### config.mk
export PLATFORM = sky130hd
export DESIGN_NAME = lottery_scheduler_draw
export DESIGN_NICKNAME = d
export VERILOG_FILES = /design/src/design/lsd_pkg.sv /design/src/design/lottery_scheduler_draw.sv /design/src/design/lsd_ram.sv
export SDC_FILE = /design/constraint.sdc
export NUM_CORES = 1
export LEC_CHECK = 0
export BUFFER_PORTS_ARGS = -buffer_cell sky130_fd_sc_hd__buf_2
export CAP_MARGIN = 20
export CORE_MARGIN = 4
export CORE_UTILIZATION = 30
export DETAILED_ROUTE_END_ITERATION = 8
export GPL_TIMING_DRIVEN = 1
export HOLD_SLACK_MARGIN = 0.08
export PLACE_DENSITY_LB_ADDON = 0.12
export RECOVER_POWER = 50
export SKIP_LAST_GASP = 1
export SLEW_MARGIN = 40
export SYNTH_ARGS = -nofsm -noshare
export SYNTH_HDL_FRONTEND = slang
export SYNTH_HIERARCHICAL = 1
export SYNTH_SLANG_ARGS = --single-unit
### constraint.sdc
create_clock -name clk -period 14.67 [get_ports clk]
set_clock_uncertainty 0.1 [all_clocks]
set_input_delay 1.467 -clock clk [delete_from_list [all_inputs] [get_ports clk]]
set_output_delay 1.467 -clock clk [all_outputs]
set_load 0.005 [all_outputs]
### src/design/lsd_pkg.sv
package lsd_pkg;

	// Field widths fixed by the beat formats
	localparam int REQ_TYPE_W   = 1;
	localparam int PROC_IDX_W   = 3;
	localparam int TICKET_W     = 8;
	localparam int RUN_TIME_W   = 16;
	localparam int RND_W        = 31;
	localparam int STATUS_W     = 2;
	localparam int WIN_IDX_W    = 3;
	localparam int WIN_REM_W    = 16;
	localparam int ACTIVE_W     = 4;

	// Defaults for the top level parameters
	localparam int MAX_PROCS_DEF = 8;
	localparam int TIME_BITS_DEF = 16;

	localparam logic [ACTIVE_W-1:0] ACTIVE_RESET = 4'd8;

	// Request kinds
	localparam logic [REQ_TYPE_W-1:0] REQ_LOAD = 1'b0;
	localparam logic [REQ_TYPE_W-1:0] REQ_DRAW = 1'b1;

	// Response status codes
	localparam logic [STATUS_W-1:0] STATUS_DONE       = 2'd0;
	localparam logic [STATUS_W-1:0] STATUS_NO_TICKETS = 2'd1;
	localparam logic [STATUS_W-1:0] STATUS_LOADED     = 2'd2;

	typedef struct packed {
		logic [REQ_TYPE_W-1:0] req_type;
		logic [PROC_IDX_W-1:0] proc_index;
		logic [TICKET_W-1:0]   ticket_count;
		logic [RUN_TIME_W-1:0] run_time;
		logic [RND_W-1:0]      random_value;
	} req_beat_t;

	typedef struct packed {
		logic [STATUS_W-1:0]  status;
		logic [WIN_IDX_W-1:0] winner_index;
		logic [WIN_REM_W-1:0] winner_remaining;
	} rsp_beat_t;

endpackage

### src/design/lottery_scheduler_draw.sv
// Lottery scheduler draw engine.
//
// Request channel (req_valid / req_stall / req): a load beat writes one
// process entry (tickets and run time); a draw beat brings a random value.
// Response channel (rsp_valid / rsp_stall / rsp): exactly one beat per
// request, in request order. cfg_we / cfg_wdata set the number of entries
// that take part in draws (saturated to MAX_PROCS).
//
// One request at a time. A load goes from accept straight to the output
// state. A draw makes one pass over the table RAM to total the tickets
// of the N active entries (one read a cycle), a restoring modulo of the
// 31-bit random value by that total (one quotient bit a cycle on a
// subtract/compare), a second table pass to find the winner, then the
// response register. A zero ticket total skips the modulo and scan. The
// next request can be taken in the same cycle that the response goes
// valid.
//
// Reset clears the entry valid bits (all entries read as zero tickets and
// zero time) and sets the active count to 8. While rsp_stall holds a valid
// response beat, that beat stays put and the engine, once in its output state, waits there.
module lottery_scheduler_draw #(
	parameter int MAX_PROCS = lsd_pkg::MAX_PROCS_DEF,
	parameter int TIME_BITS = lsd_pkg::TIME_BITS_DEF
) (
	input  logic                             clk,
	input  logic                             arst_n,
	input  logic                             req_valid,
	output logic                             req_stall,
	input  lsd_pkg::req_beat_t               req,
	output logic                             rsp_valid,
	input  logic                             rsp_stall,
	output lsd_pkg::rsp_beat_t               rsp,
	input  logic                             cfg_we,
	input  logic [lsd_pkg::ACTIVE_W-1:0]     cfg_wdata
);

	import lsd_pkg::*;

	localparam int AW    = $clog2(MAX_PROCS);          // table address
	localparam int CW    = $clog2(MAX_PROCS + 1);      // entry count
	localparam int TW    = TICKET_W + CW;              // ticket total
	localparam int EW    = TICKET_W + TIME_BITS;       // table entry
	localparam int BIT_W = $clog2(RND_W);

	typedef enum logic [4:0] {
		ST_IDLE = 5'b00001,
		ST_SUM  = 5'b00010,
		ST_DIV  = 5'b00100,
		ST_SCAN = 5'b01000,
		ST_OUT  = 5'b10000
	} state_t;

	state_t               state_q;
	logic [ACTIVE_W-1:0]  active_q;
	logic [MAX_PROCS-1:0] valid_q;
	logic [CW-1:0]        rd_idx_q;
	logic [TW-1:0]        acc_q;
	logic [BIT_W-1:0]     bit_q;
	logic                 rdv_s1;
	logic                 vld_s1;
	logic [AW-1:0]        idx_s1;
	logic                 rsp_valid_q;

	// payload, no reset
	logic [RND_W-1:0]     rnd_q;
	logic [TW-1:0]        total_q;
	logic [TW-1:0]        rem_q;
	rsp_beat_t            res_q;
	rsp_beat_t            rsp_q;

	logic                 req_fire;
	logic                 load_wr;
	logic [CW-1:0]        n_eff;
	logic                 issue;
	logic [AW-1:0]        raddr;
	logic [EW-1:0]        ram_rdata;
	logic                 ram_we;
	logic [AW-1:0]        ram_waddr;
	logic [EW-1:0]        ram_wdata;
	logic [TICKET_W-1:0]  tkt_s1;
	logic [TIME_BITS-1:0] tim_s1;
	logic [TIME_BITS-1:0] new_time;
	logic [TW-1:0]        sum_nxt;
	logic                 found;
	logic [TW:0]          div_try;
	logic [TW:0]          div_sub;
	logic                 div_ge;
	logic                 rsp_free;

	assign req_stall = (state_q != ST_IDLE);
	assign req_fire  = req_valid && !req_stall;
	assign rsp_free  = !rsp_valid_q || !rsp_stall;

	// active count saturates at table size
	always_comb begin
		if (32'(active_q) > MAX_PROCS) begin
			n_eff = CW'(MAX_PROCS);
		end else begin
			n_eff = CW'(active_q);
		end
	end

	assign issue = (rd_idx_q < n_eff);
	assign raddr = rd_idx_q[AW-1:0];

	// entries never loaded read as zero
	assign tkt_s1   = vld_s1 ? ram_rdata[EW-1 -: TICKET_W] : '0;
	assign tim_s1   = vld_s1 ? ram_rdata[TIME_BITS-1:0] : '0;
	assign new_time = (tim_s1 == '0) ? '0 : tim_s1 - TIME_BITS'(1);
	assign sum_nxt  = acc_q + TW'(tkt_s1);
	assign found    = rdv_s1 && (rem_q < sum_nxt);

	// restoring modulo step, one dividend bit per cycle
	assign div_try = {rem_q, rnd_q[RND_W-1]};
	assign div_ge  = (div_try >= {1'b0, total_q});
	assign div_sub = div_try - {1'b0, total_q};

	// table write: load beat, or winner write-back at end of scan
	assign load_wr = req_fire && (req.req_type == REQ_LOAD)
		&& (32'(req.proc_index) < MAX_PROCS);

	always_comb begin
		ram_we    = 1'b0;
		ram_waddr = idx_s1;
		ram_wdata = {tkt_s1, new_time};
		if (load_wr) begin
			ram_we    = 1'b1;
			ram_waddr = AW'(req.proc_index);
			ram_wdata = {req.ticket_count, TIME_BITS'(req.run_time)};
		end else if ((state_q == ST_SCAN) && found) begin
			ram_we = 1'b1;
		end
	end

	lsd_ram #(
		.WIDTH(EW),
		.DEPTH(MAX_PROCS)
	) u_table (
		.clk  (clk),
		.we   (ram_we),
		.waddr(ram_waddr),
		.wdata(ram_wdata),
		.raddr(raddr),
		.rdata(ram_rdata)
	);

	always_ff @(posedge clk or negedge arst_n) begin
		if (!arst_n) begin
			state_q     <= ST_IDLE;
			active_q    <= ACTIVE_RESET;
			valid_q     <= '0;
			rd_idx_q    <= '0;
			acc_q       <= '0;
			bit_q       <= '0;
			rdv_s1      <= 1'b0;
			vld_s1      <= 1'b0;
			idx_s1      <= '0;
			rsp_valid_q <= 1'b0;
		end else begin
			if (cfg_we) begin
				active_q <= cfg_wdata;
			end
			if (ram_we) begin
				valid_q[ram_waddr] <= 1'b1;
			end
			// new beat goes out as the old one leaves
			if ((state_q == ST_OUT) && rsp_free) begin
				rsp_valid_q <= 1'b1;
			end else if (rsp_valid_q && !rsp_stall) begin
				rsp_valid_q <= 1'b0;
			end

			unique case (state_q)
				ST_IDLE: begin
					if (req_fire) begin
						rd_idx_q <= '0;
						acc_q    <= '0;
						rdv_s1   <= 1'b0;
						state_q  <= (req.req_type == REQ_LOAD) ? ST_OUT : ST_SUM;
					end
				end
				ST_SUM: begin
					rdv_s1 <= issue;
					vld_s1 <= issue && valid_q[raddr];
					idx_s1 <= raddr;
					if (issue) begin
						rd_idx_q <= rd_idx_q + CW'(1);
					end
					if (rdv_s1) begin
						acc_q <= sum_nxt;
					end
					if (!issue && !rdv_s1) begin
						bit_q   <= BIT_W'(RND_W - 1);
						state_q <= (acc_q == '0) ? ST_OUT : ST_DIV;
					end
				end
				ST_DIV: begin
					if (bit_q == '0) begin
						rd_idx_q <= '0;
						acc_q    <= '0;
						rdv_s1   <= 1'b0;
						state_q  <= ST_SCAN;
					end else begin
						bit_q <= bit_q - BIT_W'(1);
					end
				end
				ST_SCAN: begin
					rdv_s1 <= issue && !found;
					vld_s1 <= issue && valid_q[raddr];
					idx_s1 <= raddr;
					if (issue) begin
						rd_idx_q <= rd_idx_q + CW'(1);
					end
					if (rdv_s1) begin
						acc_q <= sum_nxt;
					end
					if (found || (!issue && !rdv_s1)) begin
						state_q <= ST_OUT;
					end
				end
				ST_OUT: begin
					if (rsp_free) begin
						state_q <= ST_IDLE;
					end
				end
				default: begin
					state_q <= ST_IDLE;
				end
			endcase
		end
	end

	// datapath: modulo, result and response registers
	always_ff @(posedge clk) begin
		unique case (state_q)
			ST_IDLE: begin
				rnd_q <= req.random_value;
				res_q <= '{status: STATUS_LOADED, winner_index: '0, winner_remaining: '0};
			end
			ST_SUM: begin
				total_q <= acc_q;
				rem_q   <= '0;
				res_q   <= '{status: STATUS_NO_TICKETS, winner_index: '0,
					winner_remaining: '0};
			end
			ST_DIV: begin
				rem_q <= div_ge ? div_sub[TW-1:0] : div_try[TW-1:0];
				rnd_q <= rnd_q << 1;
			end
			ST_SCAN: begin
				if (found) begin
					res_q <= '{status: STATUS_DONE, winner_index: WIN_IDX_W'(idx_s1),
						winner_remaining: WIN_REM_W'(new_time)};
				end else begin
					// ran off the end: cannot happen with a nonzero total
					res_q <= '{status: STATUS_DONE,
						winner_index: WIN_IDX_W'(n_eff - CW'(1)), winner_remaining: '0};
				end
			end
			ST_OUT: begin
				if (rsp_free) begin
					rsp_q <= res_q;
				end
			end
			default: begin
				rem_q <= rem_q;
			end
		endcase
	end

	assign rsp_valid = rsp_valid_q;
	assign rsp       = rsp_q;

endmodule

### src/design/lsd_ram.sv
module lsd_ram #(
	parameter int WIDTH = 8,
	parameter int DEPTH = 8
) (
	input  logic                     clk,
	input  logic                     we,
	input  logic [$clog2(DEPTH)-1:0] waddr,
	input  logic [WIDTH-1:0]         wdata,
	input  logic [$clog2(DEPTH)-1:0] raddr,
	output logic [WIDTH-1:0]         rdata
);

	logic [WIDTH-1:0] mem_q [DEPTH];
	logic [WIDTH-1:0] rdata_q;

	always_ff @(posedge clk) begin
		if (we) begin
			mem_q[waddr] <= wdata;
		end
		rdata_q <= mem_q[raddr];
	end

	assign rdata = rdata_q;

endmodule

==> run metrics, run 1 <==
Synth Instances about 1100; maxcap violations 6; Worst Setup SP state_q[2]; final-report setup violation count 0; Mapped Avg Cell Area 14.5 µm²; clock share of power 0.290; CTS Buffer Depth 3; reg2reg path depth 8; Comb pwr share 0.243; Critical Path Max Stage Delay approximately 2.0 ns; commonest cells in the netlist edfxtp_1 (289), nand2_1 (166), mux4_2 (50), dfrtp_1 (42), nor2_1 (40); achievable frequency between 150 and 200 MHz; crit-path max FO 54; internal power between 2000 and 2500 µW; detailed-route DRC error count 0; EDFF count, synth 289; hold_buf cts 0; # Post-CTS Setup Buffers 0; synth warn 6; RSZ-0062 raised after global routing no; post-synth top area share 0.552; FF+latch count, synth 357; antenna violations before repair 0; cell taking the most area after synthesis edfxtp_1; Syn-to-layout area delta 15.3%; CTS tree done; Sequential Power Share 0.467; I/O Buffers 90; post-synth cell types 80; Max VDD drop between 0.00008 and 0.00009 V; CTS buffer count 43; fraction of layout cells with a size suffix above 1 0.194; routed via count 9106; critical path class reg2reg; sw power roughly 1000 µW; Final Max Slew Viols between 200 and 250; CP max stage cell clkbuf_1; non-filler cells, final between 1500 and 2000; Net Sw Frac 0.313; top cells by area, synth edfxtp_1 (55%), mux4_2 (7.2%), dfrtp_1 (6.7%), nand2_1 (4.0%), ha_1 (3.1%); Total Wirelength around 38 mm; Worst Path Arrival a little over 6 ns; sequential fraction of the synthesis area 0.653; vias per cell 4.75; Reg2Reg Launch Point state_q[2]; clock latency on the worst-skew pair ~0.57 ns; H-tree Lvls 2; Synth async-reset ratio 0.123; grt ovf 0; min Tclk post-route slightly below 6 ns; reg2reg end u_table/mem_q[1][0]; row count 83; failing checks capacitance limit, slew limit; first-pass GRT wire length around 59 mm; power density cells 182 mW/mm²; Main synth FF type edfxtp_1; Synthesized Nets 1192; Initial Util 0.305; Pleak ~0.0065 µW; top-count cell post-synth edfxtp_1; Die Area around 0.056 mm²; Final GP Congestion between 0.7 and 0.8; DR pass1 iterations 4; Hold Violations, Final 0; Power, Total 3300 µW; fin crit share 0.406; Hold Path Origin res_q[5]; hold path depth 0; Die Wd 237 µm; cell total after placement around 1800; crit start category register; Final #Nets 1311; cell area after synthesis ~0.016 mm²; critical path endpoint category register; initial drt markers around 540; R2R setup slack just under 9 ns; Boundary Pins 91; post-layout util 0.351; Max transition margin -0.860; Vert. Die Dim between 200 and 250 µm; Worst Hold Endpoint rsp[5]; Post-DRT Antenna Nets 0; slew at the pin closest to its max-slew limit about 2.8 ns; PostCTS Resize Cnt 0; detailed placement HPWL 24.9 mm; CTS Root Cell clkbuf_16; clock transition at the registers of the reported paths roughly 0.060 ns; Data required, critical path 14.81 ns; clk sinks approximately 360; worst hold path class reg2reg; vias in the first global route approximately 9800; Core Region 0.0516 mm²; WL/cell approximately 20 µm; critical path, cell by cell nor3_1 > nand3b_1 > nor3b_4 > clkbuf_1 > o21ai_1 > nand2b_1 > nor2_2 > buf_4; largest net degree at the start of global routing 55; ANT cells 0; Overall Global Routing Usage 0.136; hold_ws ~0.32 ns; Setup TNS 0 ns; run status complete, but fails checks
==> layout make-up <==
class	count	area, µm²
Clock buffer	59	1140
Clock inverter	20	121
Fill cell	5013	33500
Inverter	41	155
Multi-Input combinational cell	649	5040
Sequential cell	357	10300
Tap cell	680	851
Timing Repair Buffer	110	563
==> flip-flops by register name, summed over array words and instances (netlist names) <==
register,count
rd_idx_q,4
rdv_s1,1
rnd_q,31
idx_s1,3
u_table/mem_q,192
vld_s1,1
acc_q,12
bit_q,5
res_q,21
rem_q,12
rsp,21
u_table/rdata,24
rsp_valid,1
state_q,5
valid_q,8
active_q,4
total_q,12
==> worst max-delay path: cells and delay by family (launching register included) <==
kind	cells	cell delay [ns]
buffers and inverters	2	2.39
AO/OA/AOI/OAI	1	0.65
flip-flops	1	0.45
AND/OR/NAND/NOR	5	2.01
==> logic make-up after synthesis <==
group           synth area share
compound gates            0.0767
flops                      0.653
buf+inv                   0.0229
fa+ha+maj                 0.0336
simple gates              0.0956
xor+xnor                  0.0156
mux                        0.103
==> metrics by stage <==
step	area (µm²)	worst slack, ns
2_1_floorplan	15700	8.50
3_3_place_gp	17000	8.51
3_5_place_dp	17000	8.58
4_1_cts	18300	8.55
5_1_grt	18100	8.11
6_report	18100	8.71
==> power by group through the flow <==
stage / registers [µW] / clock network (µW) / logic, µW
after floorplan: 1510 / 0 / 591
after global routing: 1560 / 1040 / 902
after global placement: 1560 / 0 / 850
after detailed placement: 1560 / 0 / 855
after CTS: 1540 / 993 / 859
final: 1540 / 957 / 803
==> routing by layer <==
metal | routed length [µm] | global-route usage
met1 | 17500 | 0.180
met2 | 18100 | 0.228
met4 | 741 | 0.0343
met3 | 1450 | 0.0277
met5 | 0 | 0
==> worst max path at each step <==
stage	to	depth (start not counted)
after floorplan	u_table/mem_q[4][0]	19
after global placement	u_table/mem_q[0][15]	19
after detailed placement	u_table/mem_q[5][2]	19
after CTS	u_table/mem_q[5][1]	19
after global routing	u_table/mem_q[1][4]	8
final	u_table/mem_q[1][0]	8
==> cells in the final DEF, fill, tap and decap left out, types with 8 or more instances in the layout <==
cell type and instances:
o21ai_1 24, mux4_2 50, buf_2 75, clkbuf_16 43, mux2_1 22, o21ai_0 25, nor4_1 10, a21o_1 20
a31oi_1 9, nand3_1 9, mux2_2 14, ha_1 39, and2_1 12, nor2_1 34, nand2b_1 8, nand2_1 166
edfxtp_1 289, a21oi_1 30, nor3_1 33, clkinv_1 8, xor2_1 12, clkbuf_1 37, dfrtp_1 40, inv_1 39
dfxtp_1 24, xnor2_1 16, buf_4 13
Note: power is estimated with default switching activity, not from simulation.
==> run 2, diff against run 1 <==
Clock period 14.67 ns to 5.59 ns, I/O delays scaled along.
==> run 2 against run 1 <==
  * The run still ends with capacitance limit, slew limit left
  * Final cell count up 0.26%
  * Register-to-register slack got worse by 8.2 ns
  * Non-clock buffer count is 9 higher
  * Combinational power rose to 2.7 times the previous value
  * Total power rose to 2.7 times the previous value
  * Setup slack lost 8.2 ns
  * Via count up 1.4%
  * Sequential share of layout area decreased by 0.53 points
  * First-iteration DRC count is 9.2% lower
  * Maximum frequency rose by 17%
  * Cell area increased by 0.95%
  * Critical path depth rose by 10
==> run metrics, run 2 (synthesis gave the netlist of run 1 again) <==
run status complete, but fails checks; failing checks capacitance limit, slew limit; fill count 5012 (-0.020%); cell total after placement 1844 (+0.38%); Post-DRT Antenna Nets 0 (unchanged); most frequent cells in the layout edfxtp_1 (289), nand2_1 (166), buf_2 (77); row count 83 (unchanged); busiest grt layer met2; Critical Path Max Stage Delay 0.44 ns (-1.55 ns); non-filler cells, final 1921 (+0.26%); final-report setup violation count 0 (unchanged); Reg area 0.0103 mm² (unchanged); Die Wd 237 µm (unchanged); Final GP Congestion 0.794 (+7.5%); most common cell after layout, fill and taps aside edfxtp_1; CTS buffer count 42 (-2.3%); routing usage on met1 0.186 (+0.00587); Setup TNS 0 ns (unchanged); vias per cell 4.81 (+1.1%); max reg flops 192 (unchanged); critical path endpoint category register; Final Max Slew Viols 125 (-43%); CTS Buffer Depth 3 (unchanged); Power, Total 8880 µW (+170%); largest net degree at the start of global routing 54 (-1.8%); Vert. Die Dim 237 µm (unchanged); maxcap violations 3 (-3); Die Area 0.0561 mm² (unchanged); Max VDD drop 0.000266 V (+220%); CTS Root Cell clkbuf_16; Data required, critical path 5.72 ns (-9.09 ns); Initial Util 0.305 (unchanged); achievable frequency 196 MHz (+17%); Syn-to-layout area delta 16.4%; critical path, cell by cell and2_1 > ha_1 > fa_1 > a21o_1 > a211oi_1 > nor2_1 > o41ai_2 > nor2_1 > xnor2_1 > ha_1 > a21o_1 > a211oi_1 > a21oi_1 > a21o_1 > nor2_1 > nand2b_1 > nor2_2 > buf_4; detailed placement HPWL 25.9 mm (+4.1%); I/O Buffers 90 (unchanged); fraction of layout cells with a size suffix above 1 0.200 (+0.00566); detailed-route DRC error count 0 (unchanged); H-tree Lvls 2 (unchanged); # Post-CTS Setup Buffers 0 (unchanged); initial drt markers 491 (-9.2%); CTS tree done; Overall Global Routing Usage 0.136 (about the same); ANT cells 0 (unchanged); Core Region 0.0516 mm² (unchanged); Hold Violations, Final 0 (unchanged); routed via count 9232 (+1.4%); clock latency on the worst-skew pair 0.56 ns (about the same); met2 usage 0.223 (-0.00505); slew at the pin closest to its max-slew limit 2.74 ns (-0.0510 ns); Final #Nets 1319 (+0.61%); min Tclk post-route 5.11 ns (-0.853 ns); RSZ-0062 raised after global routing no; met3 usage 0.0224 (-0.00536); Pleak 0.00662 µW (+1.5%); Boundary Pins 91 (unchanged); power density cells 485 mW/mm² (+170%); grt ovf 0 (unchanged); vias in the first global route 9602 (-1.6%); antenna violations before repair 0 (unchanged); first-pass GRT wire length 58.8 mm (about the same); Worst Path Arrival 5.24 ns (-0.86 ns); CP max stage cell dfrtp_1; DR pass1 iterations 5 (+1); crit start category register; largest register by flop count u_table/mem_q; worst hold path class in2reg; critical path class reg2reg; Total Wirelength 38.5 mm (+1.8%); clock transition at the registers of the reported paths 0.06 ns (about the same); clk sinks 357 (unchanged); fin crit share 0.914 (+0.508); crit-path max FO 17 (-69%); WL/cell 20.0 µm (+1.5%); multi-input logic area 0.00504 mm² (-0.12%); Max transition margin -0.826 (+0.0340)
-- run 2: routing by layer --
metal / routed length (µm) / vias up
li1: - / 4394
met1: 17900 / 4628
met2: 18400 / 149
met3: 1390 / 61
met4: 814 / 0
met5: 0 / -
-- run 2: path summary, 6_finish.rpt --
check                              from                    to  slack, ns  depth (start not counted)
setup / recovery                 vld_s1  u_table/mem_q[2][13]       0.48                         18
hold / removal             cfg_wdata[1]           active_q[1]       0.16                          2
setup reg to reg                 vld_s1  u_table/mem_q[2][13]       0.48                         18
hold reg to reg                res_q[6]                rsp[6]       0.32                          0
max in group asynchronous        arst_n           rd_idx_q[2]       2.17                          3
min in group asynchronous        arst_n              acc_q[1]       1.42                          3
-- run 2: where the power goes --
group | switching (µW) | internal (µW) | leakage [µW]
clock network | 1070 | 1620 | 0.000660
registers | 251 | 3780 | 0.00343
logic | 1420 | 734 | 0.00254
total | 2740 | 6140 | 0.00662
-- run 2: timing repair --
| action | in CTS | in global routing |
|---|---|---|
| hold buffers | 2 | 0 |
| endpoints found under the setup margin | 0 | 48 |
| hold endpoints to repair | 43 | 0 |
| gates resized for setup | 0 | 2 |
-- run 2: stage by stage --
| stage | instance area (µm²) | setup WS, ns | hold slack (ns) | utilization |
|---|---|---|---|---|
| floorplan | 15700 | 0.0646 | 0.163 | - |
| global placement | 17100 | 0.480 | 0.301 | 0.331 |
| detailed placement | 17100 | 0.386 | 0.305 | 0.331 |
| CTS | 18500 | 0.367 | 0.109 | 0.358 |
| global route | 18300 | 0.0545 | 0.136 | 0.355 |
| finish | 18300 | 0.480 | 0.159 | 0.355 |
-- run 2: worst max-delay path: cells and delay by family, from the launching register on --
kind,cells,cell delay (ns)
adders and majority gates,3,0.93
and+or+nand+nor,6,1.03
AOI/OAI and AO/OA,7,1.81
DFF,1,0.44
xor gates and xnor gates,1,0.14
buffers and inverters,1,0.32
-- run 2: area by class of cell --
type,instances,share of cell area
clock inverter,13,0.00861
clock buffer,62,0.0654
sequential,357,0.561
multi-input combinational,649,0.275
inverter,41,0.00848
tap,680,0.0465
timing repair buffer,119,0.0351
